[src/rtl/mpt_div.sv]
// pipelined restoring divider, one quotient bit per stage, with sideband
module mpt_div #(
  parameter int NW = 8,
  parameter int DW = 8,
  parameter int SW = 1
) (
  input  logic          clk,
  input  logic          rst,
  input  logic          en,
  input  logic          in_valid,
  input  logic [NW-1:0] num,
  input  logic [DW-1:0] den,
  input  logic [SW-1:0] side,
  output logic          out_valid,
  output logic [NW-1:0] quo,
  output logic [SW-1:0] side_out
);

  logic          vld [NW+1];
  logic [DW-1:0] rem [NW+1];
  logic [NW-1:0] nq  [NW+1];
  logic [DW-1:0] dv  [NW+1];
  logic [SW-1:0] sd  [NW+1];

  always_ff @(posedge clk) begin
    if (rst) begin
      vld[0] <= 1'b0;
    end else if (en) begin
      vld[0] <= in_valid;
    end
  end

  always_ff @(posedge clk) begin
    if (en) begin
      rem[0] <= '0;
      nq[0]  <= num;
      dv[0]  <= den;
      sd[0]  <= side;
    end
  end

  for (genvar i = 0; i < NW; i++) begin : g_step
    logic [DW:0] trial;
    logic [DW:0] diff;
    logic        ge;

    // dividend bits shift out of the top while quotient bits enter below
    assign trial = {rem[i], nq[i][NW-1]};
    assign diff  = trial - {1'b0, dv[i]};
    assign ge    = trial >= {1'b0, dv[i]};

    always_ff @(posedge clk) begin
      if (rst) begin
        vld[i+1] <= 1'b0;
      end else if (en) begin
        vld[i+1] <= vld[i];
      end
    end

    always_ff @(posedge clk) begin
      if (en) begin
        rem[i+1] <= ge ? diff[DW-1:0] : trial[DW-1:0];
        nq[i+1]  <= {nq[i][NW-2:0], ge};
        dv[i+1]  <= dv[i];
        sd[i+1]  <= sd[i];
      end
    end
  end

  assign out_valid = vld[NW];
  assign quo       = nq[NW];
  assign side_out  = sd[NW];

endmodule

[config.mk]
export PLATFORM = sky130hd
export DESIGN_NAME = mpt_div
export DESIGN_NICKNAME = d
export VERILOG_FILES = /design/src/rtl/mpt_div.sv
export SDC_FILE = /design/constraint.sdc
export NUM_CORES = 1
export LEC_CHECK = 0
export BUFFER_PORTS_ARGS = -buffer_cell sky130_fd_sc_hd__buf_2
export CAP_MARGIN = 20
export CORE_MARGIN = 1.5
export CORE_UTILIZATION = 55
export CTS_CLUSTER_DIAMETER = 40
export DETAILED_ROUTE_END_ITERATION = 6
export PLACE_DENSITY = 0.78
export SYNTH_ARGS = -nofsm -noshare
export SYNTH_HDL_FRONTEND = slang
export SYNTH_SLANG_ARGS = --single-unit
[constraint.sdc]
create_clock -name clk -period 2.8 [get_ports clk]
set_input_delay 0.42 -clock clk [delete_from_list [all_inputs] [get_ports clk]]
set_output_delay 0.42 -clock clk [all_outputs]
set_load 0.03 [all_outputs]
Word level (Yosys, flattened, before mapping):

Memories as Yosys holds them, arrays and structs flattened.
Cells that the tools add are included.

* add/sub/neg operators: 8
* bitwise operators: 9
* $lt $le $gt $ge: 8
* multiplexer cells: 23

Operators by type and width (number)
* >= comparator 9 x 8 -> 1 bit: 8
* two-way mux 8 bit: 8
* subtractor 8 bit: 8
* two-way mux 1 bit: 15
* bitwise OR 1 bit: 9

* input port bits: 21
* RAM bits: 234
* memories kept: 5
* bits in registers: 0
* output and inout port bits: 10
* word-level logic and storage cells: 53

Memory list
* dv: words 9, bits a word 8, read ports 8, clocked after memory_dff 0, write ports 9, line 22 `logic [DW-1:0] dv [NW+1];`
* nq: words 9, bits a word 8, read ports 9, clocked after memory_dff 0, write ports 9, line 21 `logic [NW-1:0] nq [NW+1];`
* rem: words 9, bits a word 8, read ports 8, clocked after memory_dff 0, write ports 9, line 20 `logic [DW-1:0] rem [NW+1];`
* sd: words 9, bits a word 1, read ports 9, clocked after memory_dff 0, write ports 9, line 23 `logic [SW-1:0] sd [NW+1];`
* vld: words 9, bits a word 1, read ports 9, clocked after memory_dff 0, write ports 9, line 19 `logic vld [NW+1];`

Logic depth before layout (Yosys ltp):

* depth in word-level cells: 4
* gate-level depth with buffers: 8
* gate-level depth less buffers: 8

Worst setup path before layout:

OpenSTA, ideal clock, no wires.

* kind: flip-flop to flip-flop
* start point: memory dv[5][0] (netlist: dv[0][40])
* end point: memory rem[6][6] (netlist: rem[0][54]) (data pin)
* path slack: 0.680 ns
* buffers on the path: 0
* cell stages (with the launch flop): 8
* library setup time: 0.260 ns
* arrival: 1.860 ns
* data required time: 2.540 ns
* path through: edfxtp_1 -> ha_1 -> fa_1 -> nor2b_1 -> o31a_1 -> nor4_1 -> a311o_1 -> mux2_4

RTL lines (line)
* start: declaration: 22
* end: declaration: 20

==> results by group <==
Clock network
  • Clk slew on worst S/H paths: ~60 ps
  • Gates resized, CTS repair: 0
  • Clk sinks: 210
  • Post-CTS setup buffers: 0
  • Worst-skew pair later-pin latency: about 520 ps
  • CTS Hold Buffers Added: 0
  • CTS buffer count: 29
  • Clock Tree Root: clkbuf_16
  • CTS tree: yes
  • Htree depth: 1
  • Clock buffer depth: 3

Critical path
  • Crit path launch: rem[0][51]$_DFFE_PP_
  • FF-to-FF path depth: 5
  • WP data required: about 3000 ps
  • CP Cell Sequence: ha_1, a21oi_1, o21ai_0, a221oi_4, o21ai_0
  • R2R Setup Slk: 450 ps
  • Worst EP arrival: about 2600 ps
  • Cell mode on critical path: o21ai_0
  • RR Startpoint: rem[0][51]$_DFFE_PP_
  • CP Class: register to register
  • CP max stage cell: a221oi_4
  • Critical Path Sink Type: register
  • Crit start category: register
  • Slowest cell delay on critical path: 610 ps
  • Crit Path Max Fanout: 16
  • Worst r2r dst: rem[0][59]$_DFFE_PP_
  • Critical Path Sink: rem[0][59]$_DFFE_PP_

Routing
  • DR iter-0 viols: 285
  • DR pass1 iterations: 5
  • WL per Instance: between 15 and 20 microns
  • Routed wire length: 15,100 microns
  • Vias/cell: ~5.4
  • Via Count: 5,339
  • Antenna Nets Post-Route: 0
  • Drc violations: 0

Synthesis
  • Mapped Area: around 9700 sq um
  • Warnings, synthesis: 0
  • Synth top cells by count: 210 x edfxtp_1, 80 x inv_1, 58 x ha_1
  • Synth area leaders: edfxtp_1 65%, ha_1 7.5%, inv_1 3.1%
  • Most frequent cell after synthesis: edfxtp_1
  • Yosys reg bits: 210
  • Post-synth cell types: 49
  • Top-area cell type share of the netlist area: about two thirds
  • Mapped Cells: 680
  • Post-synth ARST share: 0%
  • Top_reg_cell synth: edfxtp_1
  • Number of synthesized flops with an enable pin: 210
  • Syn Area/Cell: 14.2 sq um
  • Post-synthesis sequential area ratio: between 60% and 70%
  • Syn nets: between 700 and 800
  • Cell taking the most area after synthesis: edfxtp_1

Layout
  • N_diodes: 0
  • Design area: 11,000 sq um
  • Total Nets Final: 820
  • Layout cells sized above 1: ~15%
  • Area Overhead vs Synth: 14.1%

Floorplan
  • # IOs: 31
  • Die area: 18,400 sq um
  • Initial core utilization: 56.0%
  • CORE AREA: roughly 17,000 sq um
  • Die Y-Extent: between 100 and 150 microns
  • FP Rows: between 40 and 50
  • Die X: around 140 microns

Timing
  • Slew HR: 58.1%
  • Clock Skews: roughly 10 ps
  • RSZ-0062 raised after global routing: no
  • Total negative setup slack: 0 ps
  • Fin crit share: roughly 84%
  • Max Fclk: about 430 MHz
  • Minimum clock period: between 2000 and 2500 ps
  • Max-slew violations: 0
  • Setup-failing EPs final: 0
  • Hold WS: 68.3 ps
  • Hold Violations, Final: 0
  • Actual slew at the worst max-slew pin: approximately 630 ps

Global routing
  • First-pass GRT wire length: between 20,000 and 30,000 microns
  • Largest net degree at the start of global routing: 66
  • Total GRT Usage: 17.1%
  • Initial antenna violation count: 0
  • Vias in the first global route: roughly 5.5k
  • Gr ovfl total: 0

Pwr
  • Pleak: approximately 0.0044 uW
  • Peak VDD IR: ~560 uV
  • PD cells: between 800 and 900 nW/um^2
  • Total Power: between 9000 and 10,000 uW

Place
  • Placed Area: a little over 10,000 sq um
  • Post-DP HPWL: around 10,000 microns
  • Port Buffers: 30
  • Gp weighted congestion: around 0.9

Run status
  • Run status: finished, final reports clean

Hold path
  • Worst Hold Class: input pin to register

Job
  • Max Cap Viol: 0
state kept, by name (all words and copies together), names as in the netlist:
signal  flops
rem        56
vld         9
dv         64
sd          9
nq         72
cell families after synthesis:
| kind of cell | after synthesis | share of synthesized area [%] |
|---|---|---|
| AO/OA/AOI/OAI | 130 | 9.75 |
| XOR/XNOR | 20 | 1.81 |
| adder cells (fa/ha/maj) | 64 | 8.76 |
| buffers and inverters | 92 | 4.08 |
| flip-flops | 210 | 65.3 |
| multiplexers | 21 | 2.56 |
| AND/OR/NAND/NOR | 143 | 7.76 |
final cells by class:
cell class              count  area, sq um
fillers                  1224         6210
multi-input cells         378         2960
clock inverters            20          213
flip-flops and latches    210         6310
inverters                  81          304
repair buffers             35          221
well taps                 225          282
clock buffers              32          737
critical path: cells and delay by family (launching register included):
family	cells	cell delay, ps
adder cells (fa/ha/maj)	1	370
flip-flops	1	400
AO/OA/AOI/OAI	4	1280
power by group:
group / total, uW / switching [uW] / internal (uW)
Clock: 3530 / 1340 / 2200
Sequential: 4110 / 150 / 3960
Combinational: 1850 / 1020 / 835
through the flow:
stage | util, % | setup slack (ps) | instances
2_1_floorplan | - | 680 | 680
3_3_place_gp | 58.4 | 547 | 929
3_5_place_dp | 58.4 | 486 | 929
4_1_cts | 64.0 | 486 | 981
5_1_grt | 64.0 | 284 | 981
6_report | 64.0 | 447 | 981
layer usage:
metal	GRT usage [%]	vias to the layer above	share of wire [%]
li1	-	2607	-
met1	17.9	2567	39
met2	33.8	123	54
met3	3.37	42	4.2
met4	5.79	0	3.0
met5	0	-	0
cells in the final DEF, fill, tap and decap left out, drive strengths merged, types with 12 or more instances in the layout:
cell / Yosys / final
and2: 13 / 13
nor2b: 14 / 14
inv: 81 / 86
nand2: 40 / 40
edfxtp: 210 / 210
buf: 11 / 34
o21ai: 38 / 38
ha: 58 / 58
xnor2: 12 / 12
clkbuf: 0 / 33
mux2: 15 / 15
a21oi: 29 / 29
nor2: 25 / 25
worst min path at each step:
stage,start,endpoint,slack (ps),cells after the start
3_3_place_gp,nq[0][43]$_DFFE_PP_,nq[0][52]$_DFFE_PP_,400,0
3_5_place_dp,nq[0][6]$_DFFE_PP_,nq[0][15]$_DFFE_PP_,400,0
5_1_grt,num[1],nq[0][1]$_DFFE_PP_,50,1
6_report,side,sd[0][0]$_DFFE_PP_,70,1
4_1_cts,side,sd[0][0]$_DFFE_PP_,50,1
2_1_floorplan,nq[0][1]$_DFFE_PP_,nq[0][10]$_DFFE_PP_,400,0
Power figures use the tool's default switching activity.
